[src/hdl/cdadv_pkg.sv]
// Package for the calendar date advance core.
// Holds the calendar kind codes, shared constants and the month start table.
// Depends on nothing; every other file of the core imports it.
`default_nettype none
package cdadv_pkg;

   typedef enum logic [2:0] {
      CAL_GREGORIAN = 3'd0,
      CAL_NOLEAP    = 3'd1,
      CAL_ALL_LEAP  = 3'd2,
      CAL_360_DAY   = 3'd3,
      CAL_JULIAN    = 3'd4
   } cal_kind_type;

   localparam int YEAR_BITS_DEFAULT = 14;
   localparam int SECS_PER_DAY      = 86400;
   localparam int SEC_OFFSET_DAYS   = 24856;

   function automatic logic [8:0] month_offset(input logic is360, input logic leap,
                                               input logic [3:0] m);
      logic [8:0] off;
      if (is360) begin
         off = {5'd0, m} * 9'd30;
      end else begin
         case (m)
            4'd0:  off = 9'd0;
            4'd1:  off = 9'd31;
            4'd2:  off = leap ? 9'd60  : 9'd59;
            4'd3:  off = leap ? 9'd91  : 9'd90;
            4'd4:  off = leap ? 9'd121 : 9'd120;
            4'd5:  off = leap ? 9'd152 : 9'd151;
            4'd6:  off = leap ? 9'd182 : 9'd181;
            4'd7:  off = leap ? 9'd213 : 9'd212;
            4'd8:  off = leap ? 9'd244 : 9'd243;
            4'd9:  off = leap ? 9'd274 : 9'd273;
            4'd10: off = leap ? 9'd305 : 9'd304;
            4'd11: off = leap ? 9'd335 : 9'd334;
            4'd12: off = leap ? 9'd366 : 9'd365;
            default: off = 9'd0;
         endcase
      end
      return off;
   endfunction

endpackage
`default_nettype wire

[src/hdl/cdadv_month_split.sv]
// Splits a day of year into a zero-based month and day of month.
// Uses the month start table of cdadv_pkg.
`default_nettype none
module cdadv_month_split (
   input  logic       is360,
   input  logic       leap,
   input  logic [8:0] doy,
   output logic [3:0] month,
   output logic [4:0] day
);
   import cdadv_pkg::*;

   logic [10:0] passed;
   logic [8:0]  start;

   always_comb begin
      for (int i = 0; i < 11; i++) begin
         passed[i] = month_offset(is360, leap, 4'(i + 1)) <= doy;
      end
   end

   assign month = 4'($countones(passed));
   assign start = month_offset(is360, leap, month);
   assign day   = 5'(doy - start);

endmodule
`default_nettype wire

[config.mk]
export PLATFORM = sky130hd
export DESIGN_NAME = cdadv_month_split
export DESIGN_NICKNAME = d
export VERILOG_FILES = /design/src/hdl/cdadv_pkg.sv /design/src/hdl/cdadv_month_split.sv
export SDC_FILE = /design/constraint.sdc
export NUM_CORES = 1
export LEC_CHECK = 0
export BUFFER_PORTS_ARGS = -buffer_cell sky130_fd_sc_hd__buf_2
export CAP_MARGIN = 30
export CORE_MARGIN = 2
export CORE_UTILIZATION = 51
export DETAILED_ROUTE_END_ITERATION = 8
export GPL_ROUTABILITY_DRIVEN = 1
export PLACE_DENSITY_LB_ADDON = 0.1
export REMOVE_ABC_BUFFERS = 1
export SLEW_MARGIN = 0
export SYNTH_ARGS = -nofsm -noshare
export SYNTH_HDL_FRONTEND = slang
export SYNTH_SLANG_ARGS = --single-unit
[constraint.sdc]
create_clock -name vclk -period 10.3
set_clock_uncertainty 0.15 [all_clocks]
set_input_delay 2.06 -clock vclk [all_inputs]
set_output_delay 2.06 -clock vclk [all_outputs]
set_load 0.1 [all_outputs]
Word-level counts from Yosys, hierarchy flattened

Index checks and enable logic that the tools add are counted.

Flip-flop bits (word level): 0
Logic and storage cells: 59
Input port bits: 11
Output and inout port bits: 9

Eq/ne operators: 12
Multiplexer cells: 24
Multiply operators: 1
$add $sub $neg: 11
$lt $le $gt $ge: 11

Operator list:

| cell                  | count |
|---|---|
| $pmux W5 S12          | 1 |
| $le A8 B9 Y1          | 4 |
| $le A9 B9 Y1          | 3 |
| $eq A4 B4 Y1 const B  | 5 |
| $le A7 B9 Y1          | 2 |
| $mux W3               | 6 |
| $eq A4 B3 Y1 const B  | 4 |
| $mux W5               | 3 |
| $add A1 B1 Y2         | 5 |
| $le A5 B9 Y1          | 1 |
| $le A6 B9 Y1          | 1 |
| $eq A4 B2 Y1 const B  | 2 |
| $mux W1               | 8 |
| $mux W2               | 4 |
| $mux W4               | 2 |
| $add A2 B2 Y3         | 2 |
| $sub A5 B5 Y5         | 1 |
| $add A3 B3 Y4         | 1 |
| $add A4 B3 Y4         | 1 |
| $eq A4 B1 Y1 const B  | 1 |
| $mul A4 B1 Y4 const B | 1 |
| $add A2 B1 Y3         | 1 |

Depth between registers and ports, before layout

Depth in word-level cells: 11
Depth in mapped cells: 31
Mapped depth without buffers: 29

Worst setup path after synthesis

OpenSTA, ideal clock, no wires.

Path type: input to output
From: in is360
To: out day[4]
Slack: -2.210 ns
Stages: 29
Buffers on the path: 2
Arrival time: 10.300 ns
Data required time: 8.090 ns
Cell sequence: clkbuf_1 > nor2_1 > ha_1 > a21o_1 > a21oi_1 > a31oi_1 > o41ai_1 > fa_1 > fa_1 > inv_1 > fa_1 > fa_1 > inv_1 > fa_1 > inv_1 > ha_1 > clkbuf_1 > nand2b_1 > or3_1 > o211ai_1 > nand3_1 > a31oi_1 > ha_1 > inv_1 > fa_1 > a21o_1 > a21oi_1 > xnor2_1 > xnor2_1

Word-level cells in the longest chain between the ends: 10
Elaborated cells on any way between the ends: 48
Classes of those cells: add/sub (11); mul (1); order compare (11); eq/ne (12); mux (13)

RTL lines:

| what                                                                  | line                    | text |
|---|---|---|
| start: declaration                                                    | cdadv_month_split.sv:5  | `input logic is360,` |
| $mux W1 (tied with other cells)                                       | cdadv_pkg.sv:22         | `if (is360) begin` |
| $le A5 B9 Y1 (tied with other cells)                                  | cdadv_month_split.sv:18 | `passed[i] = month_offset(is360, leap, 4'(i + 1)) <= doy;` |
| $add A1 B1 Y2 (not written as such)                                   | cdadv_month_split.sv:22 | `assign month = 4'($countones(passed));` |
| $add A2 B2 Y3 (not written as such)                                   | cdadv_month_split.sv:22 |  |
| $add A3 B3 Y4 (not written as such)                                   | cdadv_month_split.sv:22 |  |
| $add A4 B3 Y4 (not written as such) *                                 | cdadv_month_split.sv:22 |  |
| named net month[1]                                                    | cdadv_month_split.sv:8  | `output logic [3:0] month,` |
| parallel branches: the longest is 2 deep, another holds $mul A4 B1 Y4 | n/a                     |  |
| $mux W5 *                                                             | cdadv_pkg.sv:22         |  |
| $sub A5 B5 Y5 *                                                       | cdadv_month_split.sv:24 | `assign day = 5'(doy - start);` |
| end: declaration                                                      | cdadv_month_split.sv:9  | `output logic [4:0] day` |

Mark *: on every way through the listed nets, which the timed path passes.

Worst setup path in the final report

From: in doy[2]
To: out day[4]

Word-level cells in the longest chain between the ends: 9
Elaborated cells on any way between the ends: 37
Classes of those cells: add/sub (11); mul (1); order compare (11); eq/ne (12); mux (2)

RTL lines:

| what                                                                 | line                    | text |
|---|---|---|
| start: declaration                                                   | cdadv_month_split.sv:7  | `input logic [8:0] doy,` |
| parallel branches: the longest is 8 deep, another holds $le A5 B9 Y1 | n/a                     |  |
| $sub A5 B5 Y5 *                                                      | cdadv_month_split.sv:24 |  |

Every way passes the cells marked *.

==> results.md <==
* Crit start category: input port
* Worst-margin pin slew at 563 ps
* WP data arrival at 8340 ps
* WHS Endpoint: day[1]
* Initial core utilization at 53.5%
* Gpl congestion at 0.891
* Hold Path Class: input port to output pin
* Fin. max-slew vios at 0
* Area of the multi-input gates at 1530 um2
* CP max FO at 7
* Min Tclk post-route at 10,550 ps
* Outcome: finished, violations left
* Worst hold start: doy[1]
* Pin count of the biggest net entering global routing at 15
* Fmax at 0.0948 GHz
* Top Layer Used: met4
* Syn Area/Cell at 7.02 um2
* Final #Nets at 315
* Tot GR Track Use at 29.3%
* Hold Path Cell Cnt at 4
* Layout Area Growth over Synthesis at 56.0%
* Die width at 57.8 um
* Most common cell in the netlist: inv_1
* FF/Latch Area at 0 um2
* Pre-Repair DR Iteration Count at 5
* Initial antenna violation count at 0
* Cell area after synthesis at 1480 um2
* Synth Area in Compound Gates at 32.8%
* CP endpoint kind: output pin
* HPWL after DPL at 3800 um
* Mux cell area share after synthesis at 0.679%
* Total die area at 3340 um2
* Vias in the first global route at 1,774
* N_diodes at 0
* Seq Cell Count at 0
* WL met2 at 2740 um
* Syn. warnings at 0
* Setup ws final at -247 ps
* RSZ-0062 raised after global routing: true
* Sequential fraction of the synthesis area at 0%
* Routed via count at 1,862
* Synth top area share at 21.2%
* Final worst-path cycle share at 102%
* First-pass GRT wire length at 7800 um
* WL/cell at 17.5 um
* Synth cell types at 50
* WL final at 5260 um
* Max Cap Viol at 0
* Initial DRC Count at 134
* Area leader, netlist: ha_1
* Clkbuf count at 0
* Top cells by area, synth: ha_1 21%, fa_1 11%, inv_1 6.9%
* Share of layout cells above drive strength 1 at 41.3%
* Core ar. at 2760 um2
* Adder-cell share of the synthesized area at 32.1%
* GRT overflow at 0
* Num rows at 19
* Most frequent cells after synthesis: 27 x inv_1, 25 x ha_1, 16 x a21oi_1, 14 x nor2_1, 11 x o21ai_0
* Crit-path most repeated cell: fa_1
* Largest family of logic cells by synthesized area: compound AO/OA/AOI/OAI gates
* Slew margin rel. at 62.0%
* Synth Area in XOR/XNOR at 4.07%
* Port bufs at 20
* Routed Antenna Nets at 0
* CP max-delay cell: fa_1
* Failing checks: negative setup slack
* Required time of the critical path at 8090 ps
* DRC viols at 0
* DR WL met3 at 225 um
* Ports at 20
* Fill cells at 179
* Critical path class: input port to output pin
* Final setup vio count at 1
* Metal-1 WL at 2100 um
* Synth Area in Simple Gates at 19.4%
* Final Hold Viols at 0
* Drt via density at 6.21
* Mapped Cells at 210
* Die Y at 57.8 um
* Total negative slack at -247 ps
* Worst path max stage delay at 540 ps
## logic make-up after synthesis
family | after synthesis
buffers and inverters | 42
muxes | 1
and+or+nand+nor | 56
AOI/OAI and AO/OA | 72
xor gates and xnor gates | 6
adders and majority gates | 33
## critical path, delay by kind of cell
| kind | cells | cell delay [ps] |
|---|---|---|
| adders and majority gates | 9 | 3160 |
| buffers and inverters | 8 | 1060 |
| AOI/OAI and AO/OA | 9 | 1420 |
| and+or+nand+nor | 1 | 250 |
| muxes | 1 | 80 |
| xor gates and xnor gates | 2 | 290 |
## worst max path at each step
| stage | slack (ps) | to | startpoint | cells past startpoint |
|---|---|---|---|---|
| 6_report | -250 | day[4] | doy[2] | 30 |
| 4_1_cts | -170 | day[4] | is360 | 30 |
| 3_5_place_dp | -540 | day[4] | leap | 30 |
| 3_3_place_gp | -320 | day[4] | leap | 29 |
| 5_1_grt | -400 | day[4] | leap | 31 |
| 2_1_floorplan | -1850 | day[4] | leap | 26 |
## cell type report
| cell class | instances | share of cell area (%) |
|---|---|---|
| timing repair buffer | 71 | 26.7 |
| multi-input combinational | 168 | 66.6 |
| tap | 31 | 1.69 |
| inverter | 30 | 5.06 |
## cell usage in the layout, fill, tap and decap left out, types with 9 or more instances in the layout
cell type	n
nand2_1	9
ha_1	13
buf_2	13
ha_4	9
a21o_1	9
buf_4	47
inv_1	22
nor2_1	13
a21oi_1	11
o21ai_0	11
## per-layer routing
metal  GRT usage [%]  vias to the layer above
met2            55.7                       80
li1                -                      870
met3            2.46                       27
met1            34.7                      885
met5               0                        -
met4            8.31                        0
## through the flow
stage	cells	utilization, %	setup WS, ps	instance area (um2)	hold slack [ps]
floorplan	198	-	-1850	1430	4470
global placement	298	72.8	-325	2010	4620
detailed placement	298	72.8	-541	2010	4630
CTS	300	79.8	-174	2200	4640
global route	300	83.4	-399	2300	4650
finish	300	83.4	-247	2300	4640
## timing repair
action,CTS,global route
pin swaps,19,10
setup endpoints to repair,4,3
resized for setup,36,19
setup buffers,2,0
endpoints found under the hold margin,0,0
gates cloned,0,0
hold buffers,0,0
Power is left out: the tool's default activity adds up to more than one toggle a clock period on the data nets, which glitch-free logic cannot reach.
