===== src/hdl/cdadv_pkg.sv =====
// Package for the calendar date advance core.
// Holds the calendar kind codes, shared constants and the month start table.
// Depends on nothing; every other file of the core imports it.
`default_nettype none
package cdadv_pkg;

   typedef enum logic [2:0] {
      CAL_GREGORIAN = 3'd0,
      CAL_NOLEAP    = 3'd1,
      CAL_ALL_LEAP  = 3'd2,
      CAL_360_DAY   = 3'd3,
      CAL_JULIAN    = 3'd4
   } cal_kind_type;

   localparam int YEAR_BITS_DEFAULT = 14;
   localparam int SECS_PER_DAY      = 86400;
   localparam int SEC_OFFSET_DAYS   = 24856;

   function automatic logic [8:0] month_offset(input logic is360, input logic leap,
                                               input logic [3:0] m);
      logic [8:0] off;
      if (is360) begin
         off = {5'd0, m} * 9'd30;
      end else begin
         case (m)
            4'd0:  off = 9'd0;
            4'd1:  off = 9'd31;
            4'd2:  off = leap ? 9'd60  : 9'd59;
            4'd3:  off = leap ? 9'd91  : 9'd90;
            4'd4:  off = leap ? 9'd121 : 9'd120;
            4'd5:  off = leap ? 9'd152 : 9'd151;
            4'd6:  off = leap ? 9'd182 : 9'd181;
            4'd7:  off = leap ? 9'd213 : 9'd212;
            4'd8:  off = leap ? 9'd244 : 9'd243;
            4'd9:  off = leap ? 9'd274 : 9'd273;
            4'd10: off = leap ? 9'd305 : 9'd304;
            4'd11: off = leap ? 9'd335 : 9'd334;
            4'd12: off = leap ? 9'd366 : 9'd365;
            default: off = 9'd0;
         endcase
      end
      return off;
   endfunction

endpackage
`default_nettype wire


===== src/hdl/cdadv_year_days.sv =====
// Days before a year and the leap flag of that year for the selected calendar.
// Divisions by 100 and 400 use reciprocal multiplication; imports cdadv_pkg.
`default_nettype none
module cdadv_year_days #(
   parameter int YEAR_BITS = cdadv_pkg::YEAR_BITS_DEFAULT
) (
   input  cdadv_pkg::cal_kind_type kind,
   input  logic [YEAR_BITS:0]      year,
   output logic [YEAR_BITS+9:0]    days,
   output logic                    leap
);
   import cdadv_pkg::*;

   localparam int N  = YEAR_BITS + 1;
   localparam int K  = N + 5;
   localparam int DW = YEAR_BITS + 10;
   localparam logic [N:0] M25 = (N+1)'(((64'd1 << K) + 64'd24) / 64'd25);

   function automatic logic [N-1:0] div25(input logic [N-1:0] w);
      logic [2*N:0] p;
      p = (2*N+1)'(w) * (2*N+1)'(M25);
      p = p >> K;
      return p[N-1:0];
   endfunction

   logic [DW-1:0] y_ext;
   logic [DW-1:0] y365;
   logic [DW-1:0] quads;
   logic [N:0]    ya99;
   logic [N:0]    ya399;
   logic [N-1:0]  cent;
   logic [N-1:0]  quad_cent;
   logic [DW-1:0] cent_ext;
   logic [DW-1:0] quad_cent_ext;

   assign y_ext         = {9'd0, year};
   assign y365          = y_ext * DW'(365);
   assign quads         = (y_ext + DW'(3)) >> 2;
   assign ya99          = {1'b0, year} + (N+1)'(99);
   assign ya399         = {1'b0, year} + (N+1)'(399);
   assign cent          = div25(N'(ya99 >> 2));
   assign quad_cent     = div25(N'(ya399 >> 4));
   assign cent_ext      = {9'd0, cent};
   assign quad_cent_ext = {9'd0, quad_cent};

   always_comb begin
      case (kind)
         CAL_GREGORIAN: begin
            days = y365 + quads - cent_ext + quad_cent_ext;
            leap = (year[1:0] == 2'd0) &&
                   ((cent_ext * DW'(100) != y_ext) || (quad_cent_ext * DW'(400) == y_ext));
         end
         CAL_ALL_LEAP: begin
            days = y_ext * DW'(366);
            leap = 1'b1;
         end
         CAL_360_DAY: begin
            days = y_ext * DW'(360);
            leap = 1'b0;
         end
         CAL_JULIAN: begin
            days = y365 + quads;
            leap = (year[1:0] == 2'd0);
         end
         default: begin
            days = y365;
            leap = 1'b0;
         end
      endcase
   end

endmodule
`default_nettype wire


===== config.mk =====
export PLATFORM = sky130hd
export DESIGN_NAME = cdadv_year_days
export DESIGN_NICKNAME = d
export VERILOG_FILES = /design/src/hdl/cdadv_pkg.sv /design/src/hdl/cdadv_year_days.sv
export SDC_FILE = /design/constraint.sdc
export NUM_CORES = 1
export LEC_CHECK = 0
export ABC_CLOCK_PERIOD_IN_PS = 18140
export BUFFER_PORTS_ARGS = -buffer_cell sky130_fd_sc_hd__clkbuf_2
export CORE_MARGIN = 2
export CORE_UTILIZATION = 65
export DETAILED_ROUTE_END_ITERATION = 12
export PLACE_DENSITY = 0.91
export SYNTH_ARGS = -nofsm -noshare
export SYNTH_HDL_FRONTEND = slang
export SYNTH_SLANG_ARGS = --single-unit

===== constraint.sdc =====
create_clock -name vclk -period 18.14
set_clock_uncertainty 0.2 [all_clocks]
set_input_delay 0 -clock vclk [all_inputs]
set_output_delay 0 -clock vclk [all_outputs]
set_load 0.02 [all_outputs]

# After elaboration in Yosys (flattened, before gate mapping)
# Index checks and enable logic that the tools add are counted.
# Widths: inputs -> output; s select.
word_totals:
  out_inout_bits: 25
  register_bits: 0
  input_bits: 18
  word_cells: 24
classes:
  reduce_logical: 4
  mul: 7
  n_mux: 2
  eq_ne: 5
  addsub: 6
op_table:
  columns: ["op", "n"]
  rows:
  - ["$pmux 24 s4", 1]
  - ["$mul 14x13->27 const B", 1]
  - ["$mul 12x13->25 const B", 1]
  - ["$add 24x14->24", 1]
  - ["$add 24x8->24", 1]
  - ["$mul 15x9->24 const B", 1]
  - ["$sub 24x10->24", 1]
  - ["$mul 15x8->23 const B", 1]
  - ["$mul 15x6->21 const B", 1]
  - ["$eq 17x15->1", 1]
  - ["$ne 17x15->1", 1]
  - ["$add 15x2->16 const B", 1]
  - ["$add 15x7->16 const B", 1]
  - ["$add 15x9->16 const B", 1]
  - ["$mul 10x5->15 const B", 1]
  - ["$mul 8x5->13 const B", 1]
  - ["$eq 3x2->1 const B", 2]
  - ["$eq 3x3->1 const B", 1]
  - ["$logic_not 3->1", 1]
  - ["$pmux 1 s3", 1]
  - ["$logic_not 2->1", 1]
  - ["$logic_and 1x1->1", 1]
  - ["$logic_or 1x1->1", 1]

# Longest topological paths before layout
depth:
  word_depth: 7
  depth_mapped: 45

# Worst setup path after synthesis
# OpenSTA, ideal clock, no wires.
synth_timing:
  kind: "in2out"
  from: "in year[1]"
  to: "out leap"
  cell_stages: 42
  required_time_ns: 17.940
  arrival_time_ns: 9.455
  path_slack_ns: 8.485
  n_path_buf: 0
  path_cell_list: "inv_1 ha_1 nand2_1 nand2_1 a21oi_1 nor2_1 or3_1 nand3_1 nor2_1 xnor2_1 fa_1 xnor2_1 ha_1 inv_1 fa_1 inv_1 fa_1 inv_1 [6 not listed] o31ai_1 a21oi_1 o211ai_1 xor2_1 ha_1 ha_1 fa_1 ha_1 a21o_1 a21o_1 a21o_1 a21o_1 a21o_1 a21oi_1 xor2_1 nand2_1 a2111oi_0 o31a_1"
synth_via:
  elab_chain_len: 7
  elab_cells_between_ends: 12
synth_lines:
  columns: ["item", "line_no", "text"]
  rows:
  - ["start, declared", "cdadv_year_days.sv:8", "input logic [YEAR_BITS:0] year,"]
  - ["$add 15x7->16 / $add 15x9->16 (equally long branches)", "cdadv_year_days.sv:39, cdadv_year_days.sv:40", null]
  - ["$mul 14x13->27 / $mul 12x13->25 (equally long branches)", "cdadv_year_days.sv:21", "p = (2*N+1)'(w) * (2*N+1)'(M25);"]
  - ["$mul 10x5->15 / $mul 8x5->13 (equally long branches)", "cdadv_year_days.sv:51", "((cent_ext * DW'(100) != y_ext) || (quad_cent_ext * DW'(400) == y_ext));"]
  - ["$ne 17x15->1 / $eq 17x15->1 (equally long branches)", "cdadv_year_days.sv:51", null]
  - ["$logic_or 1x1->1", "cdadv_year_days.sv:51", null]
  - ["$logic_and 1x1->1", "cdadv_year_days.sv:50", "leap = (year[1:0] == 2'd0) &&"]
  - ["$pmux 1 s3 (*)", "cdadv_year_days.sv:47", "case (kind)"]
  - ["end, declared", "cdadv_year_days.sv:10", "output logic leap"]
# Every way passes the cells marked *; elsewhere a longest branch is shown, timed or not.

# Worst setup path in the final report
# Same ends and word-level chain as after synthesis.

==> results by group <==
Outcome
  – Outcome: complete, no violations

Timing
  – Slew @ Worst Pin: 1060 ps
  – Slew headroom: 29.4%
  – RSZ-0062 raised after global routing: no
  – Setup TNS: 0 ps
  – Final Hold Viols: 0
  – Final Setup Violations: 0
  – Fin crit period: 11840 ps
  – Final worst-path cycle share: 65.3%
  – Fin Hold WS: 464 ps
  – Maximum clock frequency: 0.0844 GHz
  – Max Slew Vio Count: 0

Detailed routing
  – ANT nets after route: 0
  – Initial DRC Count: 1082
  – Met1 WL: 16400 µm
  – WL met2: 22200 µm
  – DRC Markers: 0
  – Metal3 WL: 3190 µm
  – Vias per cell: 6.26
  – Routed WL: 46700 µm
  – Top Layer Used: met4
  – Routed via count: 14.5k
  – DR WL/cell: 20.1 µm
  – Drt pass-1 iters: 6

Setup path
  – Slowest CP cell: nor3b_1
  – CP startpoint kind: primary input
  – CP Data Required Time: 17940 ps
  – WS Path Type: primary input to output pin
  – Largest stage delay, worst path: 600 ps
  – Worst Path Max Fanout: 11
  – Crit end category: output pin
  – Crit path top cell by count: ha_1
  – Critical path arrival: 11640 ps

Global routing
  – Pin count of the biggest net entering global routing: 40
  – First-pass GRT wire length: 75400 µm
  – Total congestion overflow: 0
  – Initial antenna violation count: 2
  – Vias in the first global route: 15.4k
  – GR Util All Layers: 35.7%

Yosys
  – Synth cell types: 84
  – Synth top area share: 28.3%
  – Ranking of synthesized cells by area: ha_1 (28%), fa_1 (25%), inv_1 (9.7%)
  – Register area share after synthesis: 0%
  – Synth warn: 0
  – Most common cell in the netlist: inv_1
  – Post-Syn Nets: 2582
  – Post-Syn Area: 16700 µm²
  – Syn Area/Cell: 8.43 µm²
  – Area leader, netlist: ha_1
  – Most instantiated cells after synthesis: inv_1 (432), ha_1 (377), fa_1 (211)
  – Cell count after synthesis: 1976

Floorplanning
  – Initial Util: 66.1%
  – Die area: 26900 µm²
  – Row count: 58
  – Die width: 164 µm
  – I/O pin total: 43
  – Die height: 164 µm
  – Core footprint: 25200 µm²

Clocking
  – Setup bufs post-CTS: 0
  – Post_cts resized: 0
  – Cts hold-fix bufs: 0

Worst hold path
  – Hold Path Class: primary input to output pin

Final layout
  – Final nets: 2599
  – # clk buffers: 0
  – Post-route insts no fill: 2323
  – Fraction of layout cells with a size suffix above 1: 4.17%
  – Register Area: 0 µm²
  – Seq Cell Count: 0
  – Filler cells: 1965
  – Area growth syn-to-layout: 3.20%

Placement
  – RePlAce Congestion: 1.01
  – I/O Buffers: 43
  – Cells after DPL: 2321
  – DP HPWL: 40500 µm

Run
  – Max_cap viols: 0
cells by family after synthesis:
logic type               Yosys count  synth area share [%]
multiplexers                       5                 0.308
adder cells (fa/ha/maj)          588                  53.7
XOR/XNOR                         184                  9.81
AND/OR/NAND/NOR                  347                  10.2
buffers and inverters            467                  10.6
AO/OA/AOI/OAI                    385                  15.4
worst max-delay path, delay by kind of cell:
family	cells	cell delay, ps
AO/OA/AOI/OAI	11	2780
XOR/XNOR	4	1330
adder cells (fa/ha/maj)	11	4070
buffers and inverters	6	1120
AND/OR/NAND/NOR	10	2290
area by class of cell:
cell class	count	area, µm²	area share [%]
Inverter	434	1630	9.48
Multi-Input combinational cell	1509	14900	86.6
Antenna cell	2	5.00	0.0291
Tap cell	330	413	2.40
Timing Repair Buffer	48	253	1.47
through the flow:
step | worst slack, ps | util (%) | instance area (µm²)
final | 6300 | 68.2 | 17200
after global routing | 5650 | 68.2 | 17200
after CTS | 6450 | 68.2 | 17200
after detailed placement | 6490 | 68.2 | 17200
after global placement | 6930 | 68.2 | 17200
after floorplan | 8490 | - | 16700
path summary, 6_finish.rpt:
check,cells past startpoint,slack (ps),startpoint,end
setup / recovery,42,6300,year[1],leap
hold / removal,4,460,year[1],days[1]
cells in the final DEF (no fill, tap or decap), types with 17 or more instances in the layout:
cell	instances
nor2_1	99
xor2_1	51
ha_1	377
a21o_1	59
fa_1	211
a21oi_1	116
a211oi_1	17
nand2_1	85
o22ai_1	18
o21bai_1	19
inv_1	432
nor3_1	29
o21ai_0	53
xnor2_1	131
nand3_1	32
clkbuf_2	43
routing by layer:
layer / GRT usage (%) / vias to the layer above
li1: - / 6606
met1: 38.8 / 6889
met2: 61.7 / 735
met3: 4.22 / 317
met4: 30.5 / 0
met5: 0 / -
Power is not shown: default switching activity piles up to over one toggle a cycle in this logic, so the estimate is an artifact.
